### src/sv/assert_macros.svh
// Assertion macros for the module that carries checks.
`ifndef ASSERT_MACROS_SVH
`define ASSERT_MACROS_SVH

// The consequent must hold in the same cycle as the antecedent.
`define SNF_ASSERT_IMP(label, clk, rst_n, ante, cons, msg) \
    label: assert property (@(posedge clk) disable iff (!rst_n) (ante) |-> (cons)) \
        else $error(msg);

// The consequent must hold in the cycle after the antecedent.
`define SNF_ASSERT_NXT(label, clk, rst_n, ante, cons, msg) \
    label: assert property (@(posedge clk) disable iff (!rst_n) (ante) |=> (cons)) \
        else $error(msg);

`endif

### src/sv/snf_pkg.sv
// Shared constants and types of the spectral noise floor gain block.
package snf_pkg;

    localparam int NUM_BINS    = 257;
    localparam int IDX_W       = 9;
    localparam int SAMPLE_BITS = 24;
    localparam int STORE_W     = SAMPLE_BITS + 1;
    localparam int SQ_W        = 2 * SAMPLE_BITS;
    localparam int ROOT_STAGES = SAMPLE_BITS;
    localparam int SUB_W       = 8;
    localparam int ALPHA_W     = 16;
    localparam int GAIN_W      = 16;
    // The floor never exceeds the magnitude, so the quotient never exceeds 4*alpha.
    localparam int QUO_W       = ALPHA_W + 2;
    localparam int PROD_W      = ALPHA_W + STORE_W;
    localparam int SCALE_W     = SAMPLE_BITS + GAIN_W + 1;
    localparam int FIFO_DEPTH  = 4;
    localparam int FIFO_AW     = 2;
    localparam int CFG_IDX_W   = 2;
    localparam int CFG_DATA_W  = 16;

    localparam logic [GAIN_W-1:0]    UNITY_GAIN = 16'd32768;
    localparam logic [IDX_W-1:0]     LAST_BIN   = IDX_W'(NUM_BINS - 1);
    localparam logic [CFG_IDX_W-1:0] CFG_SUBWINDOW  = 2'd0;
    localparam logic [CFG_IDX_W-1:0] CFG_OVER_SUB   = 2'd1;
    localparam logic [CFG_IDX_W-1:0] CFG_GAIN_FLOOR = 2'd2;

    localparam logic [SUB_W-1:0]   RST_SUBWINDOW  = 8'd8;
    localparam logic [ALPHA_W-1:0] RST_OVER_SUB   = 16'd16384;
    localparam logic [GAIN_W-1:0]  RST_GAIN_FLOOR = 16'd3277;

    typedef struct packed {
        logic [SUB_W-1:0]   subwindow_frames;
        logic [ALPHA_W-1:0] over_subtraction;
        logic [GAIN_W-1:0]  gain_floor;
    } t_cfg;

    typedef struct packed {
        logic [STORE_W-1:0] newest;
        logic [STORE_W-1:0] second;
        logic [STORE_W-1:0] third;
        logic [STORE_W-1:0] oldest;
    } t_row;

    typedef struct packed {
        logic signed [SAMPLE_BITS-1:0] re;
        logic signed [SAMPLE_BITS-1:0] im;
        logic [STORE_W-1:0]            mag;
        logic [STORE_W-1:0]            fl;
        logic                          active;
        logic                          last;
    } t_job;

    typedef struct packed {
        logic full;
        logic empty;
    } t_fifo_stat;

endpackage

### src/sv/snf_fifo.sv
// Short queue of classified bins between the front end and the gain back end.
module snf_fifo (
    input  logic                 i_clk,
    input  logic                 i_rst_n,
    input  logic                 i_push,
    input  snf_pkg::t_job        i_job,
    input  logic                 i_pop,
    output snf_pkg::t_job        o_job,
    output snf_pkg::t_fifo_stat  o_stat
);
    snf_pkg::t_job               r_mem [0:snf_pkg::FIFO_DEPTH-1];
    logic [snf_pkg::FIFO_AW-1:0] r_wp, r_rp;
    logic [snf_pkg::FIFO_AW:0]   r_cnt;

    always_ff @(posedge i_clk) begin
        if (i_push) begin
            r_mem[r_wp] <= i_job;
        end
    end

    always_ff @(posedge i_clk) begin
        if (!i_rst_n) begin
            r_wp  <= '0;
            r_rp  <= '0;
            r_cnt <= '0;
        end else begin
            if (i_push) begin
                r_wp <= r_wp + 1'b1;
            end
            if (i_pop) begin
                r_rp <= r_rp + 1'b1;
            end
            if (i_push && !i_pop) begin
                r_cnt <= r_cnt + 1'b1;
            end else if (i_pop && !i_push) begin
                r_cnt <= r_cnt - 1'b1;
            end
        end
    end

    assign o_job        = r_mem[r_rp];
    assign o_stat.full  = r_cnt == (snf_pkg::FIFO_AW + 1)'(snf_pkg::FIFO_DEPTH);
    assign o_stat.empty = r_cnt == '0;
endmodule

### config.mk
export PLATFORM = sky130hd
export DESIGN_NAME = snf_fifo
export DESIGN_NICKNAME = d
export VERILOG_FILES = /design/src/sv/assert_macros.svh /design/src/sv/snf_pkg.sv /design/src/sv/snf_fifo.sv
export SDC_FILE = /design/constraint.sdc
export NUM_CORES = 1
export LEC_CHECK = 0
export ABC_AREA = 1
export BUFFER_PORTS_ARGS = -buffer_cell sky130_fd_sc_hd__buf_2
export CAP_MARGIN = 20
export CELL_PAD_IN_SITES_DETAIL_PLACEMENT = 1
export CELL_PAD_IN_SITES_GLOBAL_PLACEMENT = 1
export CORE_MARGIN = 5
export CORE_UTILIZATION = 25
export CTS_CLUSTER_DIAMETER = 200
export DETAILED_ROUTE_END_ITERATION = 10
export PLACE_DENSITY_LB_ADDON = 0.2
export SLEW_MARGIN = 20
export SYNTH_ARGS = -nofsm -noshare
export SYNTH_HDL_FRONTEND = slang
export SYNTH_SLANG_ARGS = --single-unit
export TNS_END_PERCENT = 30
### constraint.sdc
create_clock -name i_clk -period 3.9 [get_ports i_clk]
set_input_delay 0.39 -clock i_clk [delete_from_list [all_inputs] [get_ports i_clk]]
set_output_delay 0.39 -clock i_clk [all_outputs]
set_load 0.05 [all_outputs]
## Word level (Yosys, flattened, before mapping)

Memories as Yosys holds them, arrays and structs flattened. A register that Yosys moved wholly into a read port is not among the register bits.
Cells that the tools add are included.

- Add/sub/neg operators: 4
- Equality and inequality tests: 1
- Multiplexer cells: 6
- Reductions and logical operators: 6

Operator list:

| cell | count |
|---|---|
| 2-to-1 mux 3 bit | 2 |
| adder 2 x 1 -> 2 bit (second input constant) | 2 |
| 2-to-1 mux 2 bit | 2 |
| adder 3 x 1 -> 3 bit (second input constant) | 1 |
| == test 3 bit (second input constant) | 1 |
| zero test 3 bit | 1 |
| subtractor 3 x 1 -> 3 bit (second input constant) | 1 |
| logical AND 1 bit | 2 |
| zero test 1 bit | 2 |
| 2-to-1 mux 1 bit | 2 |
| nonzero test 2 bit | 1 |

- Flip-flop bits (word level): 7
- RAM bits: 400
- Bits of input ports: 104
- Output and inout port bits: 102
- Word-level logic and storage cells: 21
- Memories: 1

Memories:

| memory | depth | width | read ports | clocked after memory_dff | wr ports | line | RTL |
|---|---|---|---|---|---|---|---|
| r_mem | 4 | 100 | 1 | 1 | 1 | snf_fifo.sv:11 | `snf_pkg::t_job r_mem [0:snf_pkg::FIFO_DEPTH-1];` |

## Longest topological paths before layout

Gate-level depths: netlist of the first run.

- Depth in word-level cells: 4
- Depth in mapped cells: 10
- Mapped depth without buffers: 10

## Worst setup path before layout of the first run

No wires, ideal clock.

- Kind: register to register
- Start: register r_wp[0] (netlist name)
- End: memory r_mem[2][0] (netlist name) (enable)
- Setup time: 0.453 ns
- Arrival time: 2.520 ns
- Data required time: 3.447 ns
- Path slack: 0.927 ns
- Stages on the path, launching flop included: 5
- Path buffers: 0
- Clock period less this slack: 2.973 ns
- Cells stage by stage: dfxtp_1 > inv_1 > ha_1 > nand2_1 > inv_1

RTL lines:

| what | line | RTL |
|---|---|---|
| start: declaration | snf_fifo.sv:12 | `logic [snf_pkg::FIFO_AW-1:0] r_wp, r_rp;` |
| start signal: assignment | snf_fifo.sv:28 | `r_wp <= r_wp + 1'b1;` |
| end: declaration | snf_fifo.sv:11 |  |

No word-level cell before the write port.

==> flow_results.org, run 1 <==
** Outcome
- The run finished with clean final reports.

** Timing
- Unrepaired setup endpoints after global routing :: no
- Maximum achievable frequency :: 344.3 MHz
- The number of pins with negative max-slew slack in the final report was 0.
- After routing, the total negative slack on setup checks comes to 0 ns.
- Tightest Pin Transition :: 0.8951 ns
- Worst clock skew :: 0.01290 ns
- Min Tclk post-route :: 2.904 ns
- Worst slew slack as a fraction of its limit :: 40.33%
- Count of endpoints failing hold in the final timing report :: 0
- Number of setup violations in the final report :: 0
- Final worst path period share :: 74.47%

** Clock tree
- Number of cells upsized or downsized after cts :: 0
- For the worst-skew pair, the clock arrives at the later sink with an insertion delay of 0.57 ns.
- Longest Clk Path Bufs :: 3
- Buffers added to address setup during post-CTS repair amount to 0.
- Clock tree synthesis found a total of 409 sinks.
- TritonCTS created 48 clock buffers.
- The cell sitting at the root of the clock tree is a sky130_fd_sc_hd__clkbuf_16.
- After clock tree synthesis, the flow added hold-fix buffers numbering 51.
- Clk slew on worst S/H paths :: 0.06 ns
- The H-tree was split into 2 levels.
- CTS tree :: built

** Worst setup path
- Required @ worst endpoint :: 3.51 ns
- The critical path is of the reg -> out type.
- Element type at the critical path start :: flop
- The cell family contributing the most delay on the critical path is buffers and inverters.
- Slowest stage delay, CP :: 0.61 ns
- Critical path arrival :: 2.51 ns
- In this run the worst path has a maximum fanout of 200.
- Chain of cells forming the critical path :: buf_12 -> o21ai_0 -> o22ai_1 -> buf_2
- Worst path bufs/invs :: 2
- Crit end category :: primary output
- On the critical path, the stage with the largest delay is an instance of sky130_fd_sc_hd__buf_12.

** Layout
- Measured on the finished design, the core utilization comes to 31.15%.
- Total Nets Final :: 1393
- 0 antenna diodes ended up in the layout.
- Signed area change from the synthesized netlist to the final layout :: 24.19%
- Number of standard cells in the final layout excluding fillers :: 2108
- Layout cell share with drive strength beyond 1 :: 22.61%

** Die
- Number of I/O pins :: 206
- Die ar. :: 66650 um2
- Core Region :: 61370 um2
- The die is 258.2 um tall.
- The initial utilization of the core area, before any placement, comes to 25.09%.
- From left edge to right edge, the die measures 258.2 um.
- After floorplanning, the core was divided into 91 placement rows.

** Placed design
- The number of placed instances, taps included, is 1972.
- Final weighted congestion of routability-driven global placement :: 0.6826
- Final HPWL from detailed placement :: 22600 um
- During placement, the flow inserted port buffers numbering 205.

** Flow run
- Max-cap violations in this run came to 0.

** Drt
- In the routed layout, each cell is associated on average with a via count of 4.415.
- Summed over all layers, the routed wires come to 40600 um.
- Before antenna repair, the detailed router went through 4 iterations.
- Final antenna-violating net count :: 0
- Initial drt markers :: 403
- The final route contains 9306 vias.
- After detailed routing, the average wire length per cell comes to 19.26 um.
- After detailed routing, the number of remaining DRC violations is 0.

** Synth
- Of the total synthesized cell area, the portion taken by AND, OR, NAND and NOR gates is 5.372%.
- Summing the areas of all compound-gate instances in the mapped netlist gives 11.03% of the synthesized area.
- The Yosys step of the flow raised 0 warnings.
- Fraction of synthesized cell area in xor and xnor cells :: 0%
- Largest family of logic cells by synthesized area :: compound AO/OA/AOI/OAI gates
- Seq/Total Area, Yosys :: 79.19%
- Synthesized area :: 15400 um2
- Synthesized flop and latch total :: 409
- Synthesis instantiated 26 different standard cells from the library.
- After synthesis, the share of cell area in mux cells is 0%.
- The number of nets in the synthesized netlist is 1135.
- Post-synthesis share of cell area spent on full adders, half adders and majority gates :: 0.5364%
- Average cell area after synthesis :: 15.02 um2
- Mapped Cells :: 1025

** Hold path
- Hold Crit Class :: in -> reg

** Power and ir drop
- Lkg Pwr :: 6.564 nW
- Power comes to 10.72 mW.
- Dividing total power by cell area gives a power density of 560.5 nW/um2.
- IR analysis of the VDD net gives a maximum drop of 0.3018 mV.

** Global routing
- Number of global-route vias before repair :: 10.11k
- Overflow left after global routing :: 0
- In the global route stage, overall resource usage came out at 11.83%.
- Entering global routing, the biggest net connects 201 pins.
- Initial antenna violation count :: 3
- The first global-routing pass estimated 61490 um of wire.
==> cell families (layout without fill, tap and decap cells) <==
family | after synthesis | count (layout)
flip-flops | 409 | 409
AO/OA/AOI/OAI | 310 | 310
AND/OR/NAND/NOR | 218 | 218
buffers and inverters | 82 | 375
adder cells (fa/ha/maj) | 6 | 6
==> report_power, final <==
part	total, mW	internal (mW)	switching [mW]	leakage, nW
clock	4.24	2.49	1.74	0.714
sequential	5.07	5.03	0.0427	3.75
combinational	1.41	0.327	1.09	2.10
==> state kept, by name (all words and copies together) (netlist names), named ones only <==
register,count
r_mem,400
r_rp,2
r_cnt,3
r_wp,2
==> cell type report <==
class	instances	area [um2]
multi-input cells	534	2608
repair buffers	273	1777
inverters	17	81.33
clock inverters	23	191.4
clock buffers	62	1275
fillers	6497	42250
flip-flops and latches	409	12200
well taps	790	988.4
==> cell usage after synthesis <==
| library cell | number | share of area [%] |
|---|---|---|
| sky130_fd_sc_hd__buf_4 | 1 | 0.049 |
| sky130_fd_sc_hd__nand2_1 | 9 | 0.22 |
| sky130_fd_sc_hd__nor3_1 | 2 | 0.065 |
| sky130_fd_sc_hd__edfxtp_1 | 400 | 78 |
| sky130_fd_sc_hd__clkbuf_1 | 22 | 0.54 |
| sky130_fd_sc_hd__nand3_1 | 1 | 0.032 |
| sky130_fd_sc_hd__o21ai_1 | 96 | 3.1 |
| sky130_fd_sc_hd__o22ai_2 | 1 | 0.081 |
| sky130_fd_sc_hd__o22ai_1 | 99 | 4.0 |
| sky130_fd_sc_hd__buf_8 | 1 | 0.097 |
| sky130_fd_sc_hd__o21ai_2 | 4 | 0.23 |
| sky130_fd_sc_hd__ha_1 | 5 | 0.41 |
| sky130_fd_sc_hd__clkinv_1 | 1 | 0.024 |
| sky130_fd_sc_hd__dfxtp_1 | 9 | 1.2 |
| sky130_fd_sc_hd__buf_6 | 30 | 2.2 |
| sky130_fd_sc_hd__clkbuf_2 | 8 | 0.26 |
| sky130_fd_sc_hd__inv_4 | 1 | 0.041 |
| sky130_fd_sc_hd__a21oi_1 | 4 | 0.13 |
| sky130_fd_sc_hd__clkbuf_8 | 2 | 0.18 |
| sky130_fd_sc_hd__buf_12 | 1 | 0.13 |
| sky130_fd_sc_hd__o21ai_0 | 106 | 3.4 |
| sky130_fd_sc_hd__nand4_1 | 1 | 0.041 |
| sky130_fd_sc_hd__fa_1 | 1 | 0.13 |
| sky130_fd_sc_hd__nor2_2 | 1 | 0.041 |
| sky130_fd_sc_hd__nor2_1 | 204 | 5.0 |
| sky130_fd_sc_hd__inv_1 | 15 | 0.37 |
==> metrics by stage <==
step           cell area (um2)  hold WS [ns]  worst slack, ns
2_1_floorplan            15400        0.4115           0.9270
3_3_place_gp             17140        0.4850            1.564
3_5_place_dp             17140        0.4839            1.558
4_1_cts                  19120    0.00006756           0.8971
5_1_grt                  19120       0.01133           0.7848
6_report                 19120       0.04543           0.9957
==> layout by cell type, fill, tap and decap left out, types with 10 or more instances in the layout <==
cell,netlist,routed
sky130_fd_sc_hd__o21ai_0,106,106
sky130_fd_sc_hd__clkinv_1,1,10
sky130_fd_sc_hd__clkbuf_16,0,49
sky130_fd_sc_hd__inv_1,15,11
sky130_fd_sc_hd__clkbuf_1,22,13
sky130_fd_sc_hd__dlygate4sd3_1,0,51
sky130_fd_sc_hd__nor2_1,204,204
sky130_fd_sc_hd__o21ai_1,96,96
sky130_fd_sc_hd__edfxtp_1,400,400
sky130_fd_sc_hd__buf_2,0,205
sky130_fd_sc_hd__o22ai_1,99,99
==> worst register-to-register path: cells and delay by family (launching register included) <==
kind                     cells  cell delay (ns)
flip-flops                   1             0.33
buffers and inverters        3             1.15
AND/OR/NAND/NOR              1             0.08
adder cells (fa/ha/maj)      1             0.16
==> path summary, 6_finish.rpt <==
path                   startpoint  slack (ns)  depth (start not counted)                     end
min reg2reg  r_rp[1]$_SDFFE_PN0P_        0.48                          1                    flop
max                          flop         1.0                          4               o_job[95]
min                     i_job[11]        0.05                          1  r_mem[2][11]$_DFFE_PP_
max reg2reg  r_wp[0]$_SDFFE_PN0P_        1.85                          5  r_mem[0][21]$_DFFE_PP_
==> routing by layer <==
| metal | vias up | routed length, um | GRT usage, % |
|---|---|---|---|
| li1 | 4397 | - | - |
| met1 | 4655 | 18250 | 15.42 |
| met3 | 55 | 1897 | 2.747 |
| met4 | 4 | 744 | 2.907 |
| met5 | - | 34 | 0 |
| met2 | 195 | 19670 | 20.09 |
Note: power is estimated with default switching activity, not from simulation.
==> run 2, diff against run 1 <==
--- a/config.mk
+++ b/config.mk
@@ -5,7 +5,7 @@
 export SDC_FILE = /design/constraint.sdc
 export NUM_CORES = 1
 export LEC_CHECK = 0
-export ABC_AREA = 1
+export ABC_AREA = 0
 export BUFFER_PORTS_ARGS = -buffer_cell sky130_fd_sc_hd__buf_2
 export CAP_MARGIN = 20
 export CELL_PAD_IN_SITES_DETAIL_PLACEMENT = 1
==> constraint.sdc (replaced) <==
create_clock -name i_clk -period 3 [get_ports i_clk]
set_input_delay 0.3 -clock i_clk [delete_from_list [all_inputs] [get_ports i_clk]]
set_output_delay 0.3 -clock i_clk [all_outputs]
set_load 0.05 [all_outputs]
==> run 2 against run 1 <==
  * Critical path depth is 1 lower
  * Core utilization is 1.9 points higher
  * Die area is 2.6% lower
  * First-iteration DRC count is 20% lower
  * Non-clock buffer count is 50 higher
  * Final area is 2.3% higher
  * Synthesized cell count is 45% lower
  * Critical path type unchanged
==> flow_results.org, run 2 <==
** Power and ir drop
- The power density normalized to cell area was 731.7 nW/um2 (+31%).
- The internal power consumption is 10.68 mW (+36%).
- Share of total power in combinational logic :: 14.0% (+0.8 points)
- Lkg Pwr :: 6.545 nW (-0.28%)
- The total design power came to 14.31 mW (+34%).
- The power dissipated by switching net loads came to 3.635 mW (+27%).
- The worst supply voltage drop on vdd is 0.3243 mV (+7.4%).
- The share of power burned in registers came to 46.6% (-0.7 points).
- The part of the power in the clock network came to 39.5% (about the same).
- Switching share of power :: 25.39% (-1.4 points)

** Layout
- Layout cell share with drive strength beyond 1 :: 41.64% (+19 points)
- Signed area change from the synthesized netlist to the final layout :: 30.64%
- The library cell used most frequently in the layout, excluding fill and tap cells, is sky130_fd_sc_hd__edfxtp_1.
- Ranked by flip-flop count, first place goes to r_mem.
- The number of flip-flops under the largest register name is 400 (unchanged).
- The area used by multi-input combinational logic came to 2512 um2 (-3.6%).
- The final layout net count is 1024 (-26%).
- The flip-flop and latch area is 12200 um2 (unchanged).
- In the final layout, the registers with the most flip-flops are r_mem: 400 flops, r_cnt: 3 flops.
- The layout filler cell count was 5898 (-9.2%).
- In the layout the commonest cells are 400 x sky130_fd_sc_hd__edfxtp_1, 205 x sky130_fd_sc_hd__buf_2, 100 x sky130_fd_sc_hd__mux4_2, 100 x sky130_fd_sc_hd__dlygate4sd3_1, 49 x sky130_fd_sc_hd__clkbuf_16.
- The final antenna diode count came to 0 (unchanged).

** Synth
- The number of warnings issued by yosys is 0 (unchanged).
- Compound-cell area share of the yosys netlist :: 0.08356% (-11 points)
- Main synth FF type :: sky130_fd_sc_hd__edfxtp_1
- Async S/R FF share, synth :: 0% (unchanged)
- Largest family of logic cells by synthesized area :: multiplexers
- The number of synthesized flops with an enable pin was 400 (unchanged).
- Total nets after synthesis :: 675 (-41%)
- Multiplexer area fraction after synthesis :: 15.17% (+15 points)
- Unique cell type count in the Yosys netlist :: 21 (-19%)
- Average cell area after synthesis :: 26.50 um2 (+76%)
- The area share of the largest cell type after synthesis was 80.21% (+2.2 points).
- Seq/Total Area, Yosys :: 81.42% (+2.2 points)
- The area share of xor/xnor cells in the synthesized design was 0.2924% (+0.29 points).
- The adder and majority cell fraction of the synthesized area was 0.5515% (+0.015 points).
- The synthesized-area fraction occupied by and/or/nand/nor cells was 0.6100% (-4.8 points).
- The synthesized area came to 14970 um2 (-2.7%).
- Leading post-synthesis cells by instance count :: 400 x sky130_fd_sc_hd__edfxtp_1, 100 x sky130_fd_sc_hd__mux4_2, 10 x sky130_fd_sc_hd__buf_12, 10 x sky130_fd_sc_hd__buf_2
- Top cells by area in the synthesized netlist :: sky130_fd_sc_hd__edfxtp_1 80%, sky130_fd_sc_hd__mux4_2 15%, sky130_fd_sc_hd__buf_12 1.3%
- Post-synth top area cell :: sky130_fd_sc_hd__edfxtp_1
- By instance count, the leading cell after synthesis is sky130_fd_sc_hd__edfxtp_1.
- The synthesized instance count was 565 (-45%).
- Synthesized flop and latch total :: 409 (unchanged)

** Drt
- The post-detailed-route wirelength per cell was 19.97 um (+3.7%).
- Drt via density :: 4.128 (-6.5%)
- Overall routed net length :: 34430 um (-15%)
- The number of remaining DRC errors came to 0 (unchanged).
- The length of the first detailed-routing pass in iterations was 4 (unchanged).
- The number of DRC markers in iteration 0 came to 321 (-20%).
- The overall via count from detail_route came to 7116 (-24%).
- The final antenna-violating net count was 0 (unchanged).

** Global routing
- Initial antenna violation count :: 2 (-1)
- Wire length of the first global-routing pass :: 51450 um (-16%)
- Number of global-route vias before repair :: 8259 (-18%)
- Largest net degree at the start of global routing :: 57 (-72%)
- The all-layer global routing usage is 10.50% (-1.3 points).
- Overflow left after global routing :: 0 (unchanged)

** Timing
- Setup repair after global routing left no endpoint under its margin.
- Worst slew slack as a fraction of its limit :: 61.11% (+21 points)
- Count of endpoints failing hold in the final timing report :: 0 (unchanged)
- The transition at the pin with the smallest max-transition slack was 0.5833 ns (-0.3117 ns).
- After layout, the minimum clock period comes to 2.640 ns.
- Worst clock skew :: 0.009441 ns (-0.003458 ns)
- The number of pins with negative max-slew slack in the final report came to 0 (unchanged).
- Number of setup violations in the final report :: 0 (unchanged)
- Maximum achievable frequency :: 378.8 MHz
- Final worst path period share :: 87.99%
- The aggregate negative setup slack was 0 ns (unchanged).

** Clock tree
- Longest Clk Path Bufs :: 3 (unchanged)
- The CTS buffer count is 46 (-4.2%).
- TritonCTS sink count :: 409 (unchanged)
- TritonCTS built the clock tree.
- The number of hold buffers added after cts is 100 (+96%).
- Setup fix buffers added after clock tree synthesis :: 0 (unchanged)
- Number of cells upsized or downsized after cts :: 0 (unchanged)
- Clk slew on worst S/H paths :: 0.05 ns (about the same)
- The later-pin clock latency in the skew report is 0.55 ns (-0.02 ns).
- # H-tree levels :: 2 (unchanged)
- Root buffer cell :: sky130_fd_sc_hd__clkbuf_16

** Die
- The total I/O pin count is 206 (unchanged).
- Initial core utilization :: 25.32% (+0.24 points)
- Overall die width :: 254.7 um (-1.3%)
- Count of standard-cell rows :: 89 (-2.2%)
- Die ar. :: 64890 um2 (-2.6%)
- Chip Height :: 254.7 um (-1.3%)
- Core Region :: 59130 um2 (-3.6%)

** Worst setup path
- Slowest CP cell :: sky130_fd_sc_hd__dfxtp_4
- Element type at the critical path start :: flop
- Crit end category :: primary output
- Slowest stage delay, CP :: 0.68 ns (+0.07 ns)
- Max FO, Critical Path :: 24 (-88%)
- Critical path arrival :: 2.34 ns (-0.17 ns)
- By startpoint and endpoint, the worst setup path is classified as reg -> out.
- Chain of cells forming the critical path :: buf_12 -> mux4_2 -> buf_2
- The worst-case register-to-register setup slack came to 1.28 ns (-0.57 ns).
- Number of cells on the worst reg-to-reg path :: 3 (-2)
- Required @ worst endpoint :: 2.70 ns (-0.81 ns)

** Hold path
- The instance count along the most critical hold path was 2 (+1).
- Hold Crit Class :: in -> reg

** Placed design
- Number of port buffers :: 205 (unchanged)
- Final weighted congestion of routability-driven global placement :: 0.6637 (-2.8%)
- Final HPWL from detailed placement :: 20190 um (-11%)

** Outcome
- The run finished with clean final reports.

** Flow run
- The max-capacitance violation count is 0 (unchanged).
==> run 2: cell count changes after synthesis, moves of 9 or more <==
cell and change:
sky130_fd_sc_hd__and2_1 +9, sky130_fd_sc_hd__buf_6 -29, sky130_fd_sc_hd__mux4_2 +100, sky130_fd_sc_hd__nor2_1 -204, sky130_fd_sc_hd__clkbuf_1 -22, sky130_fd_sc_hd__buf_12 +9
sky130_fd_sc_hd__inv_1 -11, sky130_fd_sc_hd__buf_2 +10, sky130_fd_sc_hd__o21ai_0 -105, sky130_fd_sc_hd__o22ai_1 -99, sky130_fd_sc_hd__o21ai_1 -96
==> run 2: final timing paths <==
path / start / endpoint
worst max-delay path: flop / o_job[9]
worst min-delay path: i_rst_n / r_cnt[0]$_SDFFE_PN0P_
worst max register to register: r_wp[0]$_SDFFE_PN0P_ / r_mem[3][34]$_DFFE_PP_
worst min register to register: r_cnt[2]$_SDFFE_PN0P_ / r_cnt[2]$_SDFFE_PN0P_
==> run 2: cell type report <==
class | instances | share of cell area, %
Sequential cell | 409 | 62.36
Multi-Input combinational cell | 130 | 12.84
Timing Repair Buffer | 323 | 11.95
Clock buffer | 62 | 6.620
Tap cell | 773 | 4.944
Clock inverter | 23 | 1.209
Inverter | 4 | 0.07675
==> run 2: critical path: cells and delay by family, from the launching register on <==
kind / cells / cell delay (ns)
buffers and inverters: 2 / 0.53
multiplexers: 1 / 0.55
flip-flops: 1 / 0.68
==> run 2: kinds of logic (layout without fill, tap and decap cells) <==
group,after synthesis,count (layout)
buffers and inverters,26,412
adder cells (fa/ha/maj),6,6
XOR/XNOR,5,5
multiplexers,102,102
AO/OA/AOI/OAI,2,2
AND/OR/NAND/NOR,15,15
flip-flops,409,409
==> run 2: power groups by stage <==
stage | Combinational [mW] | Sequential [mW] | Clock, mW
detailed placement | 1.95 | 6.79 | 0
CTS | 2.06 | 6.67 | 5.87
global route | 2.12 | 6.69 | 6.16
finish | 2.00 | 6.66 | 5.65
floorplan | 1.43 | 6.74 | 0
global placement | 1.94 | 6.78 | 0
==> run 2: metrics by stage <==
| stage | setup slack, ns | utilization, % | std cells | hold WS [ns] | cell area, um2 |
|---|---|---|---|---|---|
| 2_1_floorplan | -0.3031 | - | 565 | 0.3989 | 14980 |
| 5_1_grt | 0.1660 | 33.08 | 1724 | 0.04051 | 19560 |
| 3_5_place_dp | 0.8424 | 28.80 | 1539 | 0.5068 | 17030 |
| 6_report | 0.3604 | 33.08 | 1724 | 0.06262 | 19560 |
| 4_1_cts | 0.2104 | 33.08 | 1724 | 0.02419 | 19560 |
| 3_3_place_gp | 0.8688 | 28.80 | 1539 | 0.4926 | 17030 |
==> run 2: per-layer routing <==
layer | track usage (%) | vias to the layer above | wire length [um]
li1 | - | 3139 | -
met2 | 18.07 | 136 | 17350
met1 | 13.08 | 3780 | 14590
met4 | 2.671 | 4 | 641
met3 | 3.080 | 57 | 1816
met5 | 0 | - | 27
==> run 3, diff against run 2 <==
==> constraint.sdc (replaced) <==
create_clock -name i_clk -period 2.8 [get_ports i_clk]
set_input_delay 0.28 -clock i_clk [delete_from_list [all_inputs] [get_ports i_clk]]
set_output_delay 0.28 -clock i_clk [all_outputs]
set_load 0.05 [all_outputs]
==> run 3 against run 2 <==
  * Setup slack worse by 0.22 ns
  * Clock-buffer cell count is 2 higher
  * Register-to-register slack lost 0.26 ns
  * Power up 5.9%
  * Highest routed layer unchanged
  * Global-route usage hardly changed
==> flow_results.org, run 3 (synthesis gave the netlist of run 2 again) <==
** Die
- The total I/O pin count is 206 (unchanged).
- Core Region :: 59130 um2 (unchanged)
- Count of standard-cell rows :: 89 (unchanged)
- Initial core utilization :: 25.32% (unchanged)
- The height of the chip came to 254.7 um (unchanged).
- Die ar. :: 64890 um2 (unchanged)
- The horizontal extent of the die was 254.7 um (unchanged).

** Global routing
- The global route total overflow was 0 (unchanged).
- The global-route wire length before repair is 51800 um (+0.67%).
- GR Util All Layers :: 10.52% (+0.020 points)
- Number of global-route vias before repair :: 8283 (+0.29%)
- Largest net degree at the start of global routing :: 59 (+3.5%)
- The initial antenna violation count is 3 (+1).

** Clock tree
- The number of post-CTS setup repair buffers was 0 (unchanged).
- The number of hold buffers added after cts is 101 (+1.0%).
- # H-tree levels :: 2 (unchanged)
- Longest Clk Path Bufs :: 3 (unchanged)
- Insertion delay of the later-clocked pin in the worst-skew pair :: 0.57 ns (+0.02 ns)
- CTS tree :: built
- The total clock sinks is 409 (unchanged).
- Root buffer cell :: sky130_fd_sc_hd__clkbuf_16
- The CTS buffer count came to 47 (+2.2%).
- The clock transition at the register clock pins on the worst setup and hold paths after CTS is 0.06 ns (about the same).
- Number of cells upsized or downsized after cts :: 0 (unchanged)

** Layout
- Most frequent cells in the layout :: 400 x sky130_fd_sc_hd__edfxtp_1, 205 x sky130_fd_sc_hd__buf_2, 101 x sky130_fd_sc_hd__dlygate4sd3_1
- Most common cell after layout, fill and taps aside :: sky130_fd_sc_hd__edfxtp_1
- Multi-input gate area :: 2512 um2 (unchanged)
- Total Nets Final :: 1038 (+1.4%)
- Relative to the synthesized area, the layout overhead comes to 30.97%.
- The non-filler instance count after layout came to 1738 (+0.81%).
- r_mem holds more flip-flops than any other register.
- Count of fill cells added during filler insertion :: 5876 (-0.37%)
- The largest registers in the layout are r_mem: 400 flops, r_cnt: 3 flops.
- The flip-flop and latch area came to 12200 um2 (unchanged).
- The number of flip-flops under the largest register name was 400 (unchanged).
- Layout cell share with drive strength beyond 1 :: 41.70% (+0.061 points)

** Placed design
- Placed insts :: 1551 (+0.78%)
- The post-detailed-placement half-perimeter wirelength is 20700 um (+2.5%).
- The count of buffers inserted at the top-level ports is 205 (unchanged).
- The routability-driven placement congestion ratio came to 0.6569 (-1.0%).

** Worst setup path
- STA classifies the critical path startpoint as a flop.
- Walking the worst path, the cells encountered are buf_12 -> mux4_2 -> buf_2.
- Critical path depth in cells :: 3 (unchanged)
- The critical path is of the reg -> out type.
- Max FO, Critical Path :: 22 (-8.3%)
- The peak per-stage delay on the critical path was 0.73 ns (+0.05 ns).
- Required @ worst endpoint :: 2.52 ns (-0.18 ns)
- The arrival time at the worst endpoint was 2.38 ns (+0.04 ns).
- Number of cells on the worst reg-to-reg path :: 4 (+1)
- Crit end category :: primary output
- Worst path bufs/invs :: 2 (unchanged)
- Kind of cell adding the most delay to the critical path :: flip-flops
- The largest individual stage delay along the critical path comes from the cell sky130_fd_sc_hd__dfxtp_4.

** Timing
- Max Transition Viols Final :: 0 (unchanged)
- Maximum achievable frequency :: 375.7 MHz
- Worst slew slack as a fraction of its limit :: 53.07% (-8.0 points)
- Worst clock skew :: 0.01940 ns (+0.009955 ns)
- After layout, the worst path uses 95.06% of the clock period.
- Min Tclk post-route :: 2.662 ns
- The transition at the pin with the smallest max-transition slack was 0.7040 ns (+0.1206 ns).
- The worst hold slack across all endpoints came to 0.08179 ns (+0.01917 ns).
- Setup repair after global routing left no endpoint under its margin.
- The number of hold violations in the final report was 0 (unchanged).
- The count of final setup violators came to 0 (unchanged).

** Power and ir drop
- Maximum resistive drop on vdd :: 0.4418 mV (+36%)
- The power density normalized to cell area was 772.8 nW/um2 (+5.6%).
- Lkg Pwr :: 6.574 nW (+0.44%)

** Drt
- Wire length per cell after detailed routing :: 19.72 um (-1.2%)
- Detailed-router iteration count before antenna repair :: 4 (unchanged)
- The via-per-instance ratio was 4.109 (-0.46%).
- The final antenna-violating net count is 0 (unchanged).
- The number of DRC markers in iteration 0 came to 331 (+3.1%).
- The final wirelength was 34280 um (-0.44%).
- Post-detailed-route DRC marker count :: 0 (unchanged)
- Via count :: 7141 (+0.35%)

** Hold path
- Hold Crit Class :: in -> reg
- The instance count along the most critical hold path was 3 (+1).

** Outcome
- The run finished with clean final reports.

** Flow run
- Max-capacitance violation count :: 0 (unchanged)
-- run 3: cell types whose count changed in the layout (fill, tap and decap cells not counted), sizes merged, moves of 2 or more --
cell,before,now
inv,4,6
bufinv,5,3
clkbuf,62,64
buf,223,235
-- run 3: worst paths after layout --
path         slack [ns]                      to                   from
max                0.14               o_job[43]                   flop
max reg2reg        1.02  r_mem[0][55]$_DFFE_PP_   r_wp[0]$_SDFFE_PN0P_
min reg2reg        0.55   r_cnt[2]$_SDFFE_PN0P_  r_cnt[2]$_SDFFE_PN0P_
min                0.08                    flop                  i_pop
-- run 3: layout make-up --
type / instances / share of cell area [%]
clock inverters: 21 / 0.9761
flip-flops and latches: 409 / 62.20
multi-input cells: 130 / 12.81
inverters: 4 / 0.07656
diodes: 1 / 0.01276
repair buffers: 336 / 12.56
clock buffers: 64 / 6.431
well taps: 773 / 4.932
-- run 3: tightest hold or removal path, cell delays in order --
cell	delay (ns)
sky130_fd_sc_hd__buf_2	0.11
sky130_fd_sc_hd__xor2_1	0.07
sky130_fd_sc_hd__and2_1	0.15
-- run 3: layer usage --
layer | part of all wire, % | GRT usage [%] | wire length, um
met1 | 43 | 13.56 | 14650
met2 | 49 | 17.36 | 16870
met3 | 5.7 | 2.957 | 1942
met4 | 2.3 | 3.327 | 784
met5 | 0.073 | 0 | 25
-- run 3: per-stage QoR --
stage / utilization (%) / total power, mW / worst slack, ns / setup TNS, ns / cell area, um2
after floorplan: - / 8.758 / -0.5031 / -100.62 / 14980
after detailed placement: 29.00 / 9.411 / 0.6890 / 0 / 17150
after global routing: 33.17 / 15.85 / 0.003303 / 0 / 19610
final: 33.17 / 15.16 / 0.1382 / 0 / 19610
after global placement: 29.00 / 9.394 / 0.6871 / 0 / 17150
after CTS: 33.16 / 15.49 / 0.03593 / 0 / 19610
-- run 3: power by group --
group	switching [mW]	internal, mW	total, mW	leakage (nW)
logic	1.46	0.745	2.21	2.12
registers	0.0925	7.03	7.13	3.75
clock network	2.40	3.43	5.82	0.705
total	3.95	11.2	15.2	6.57
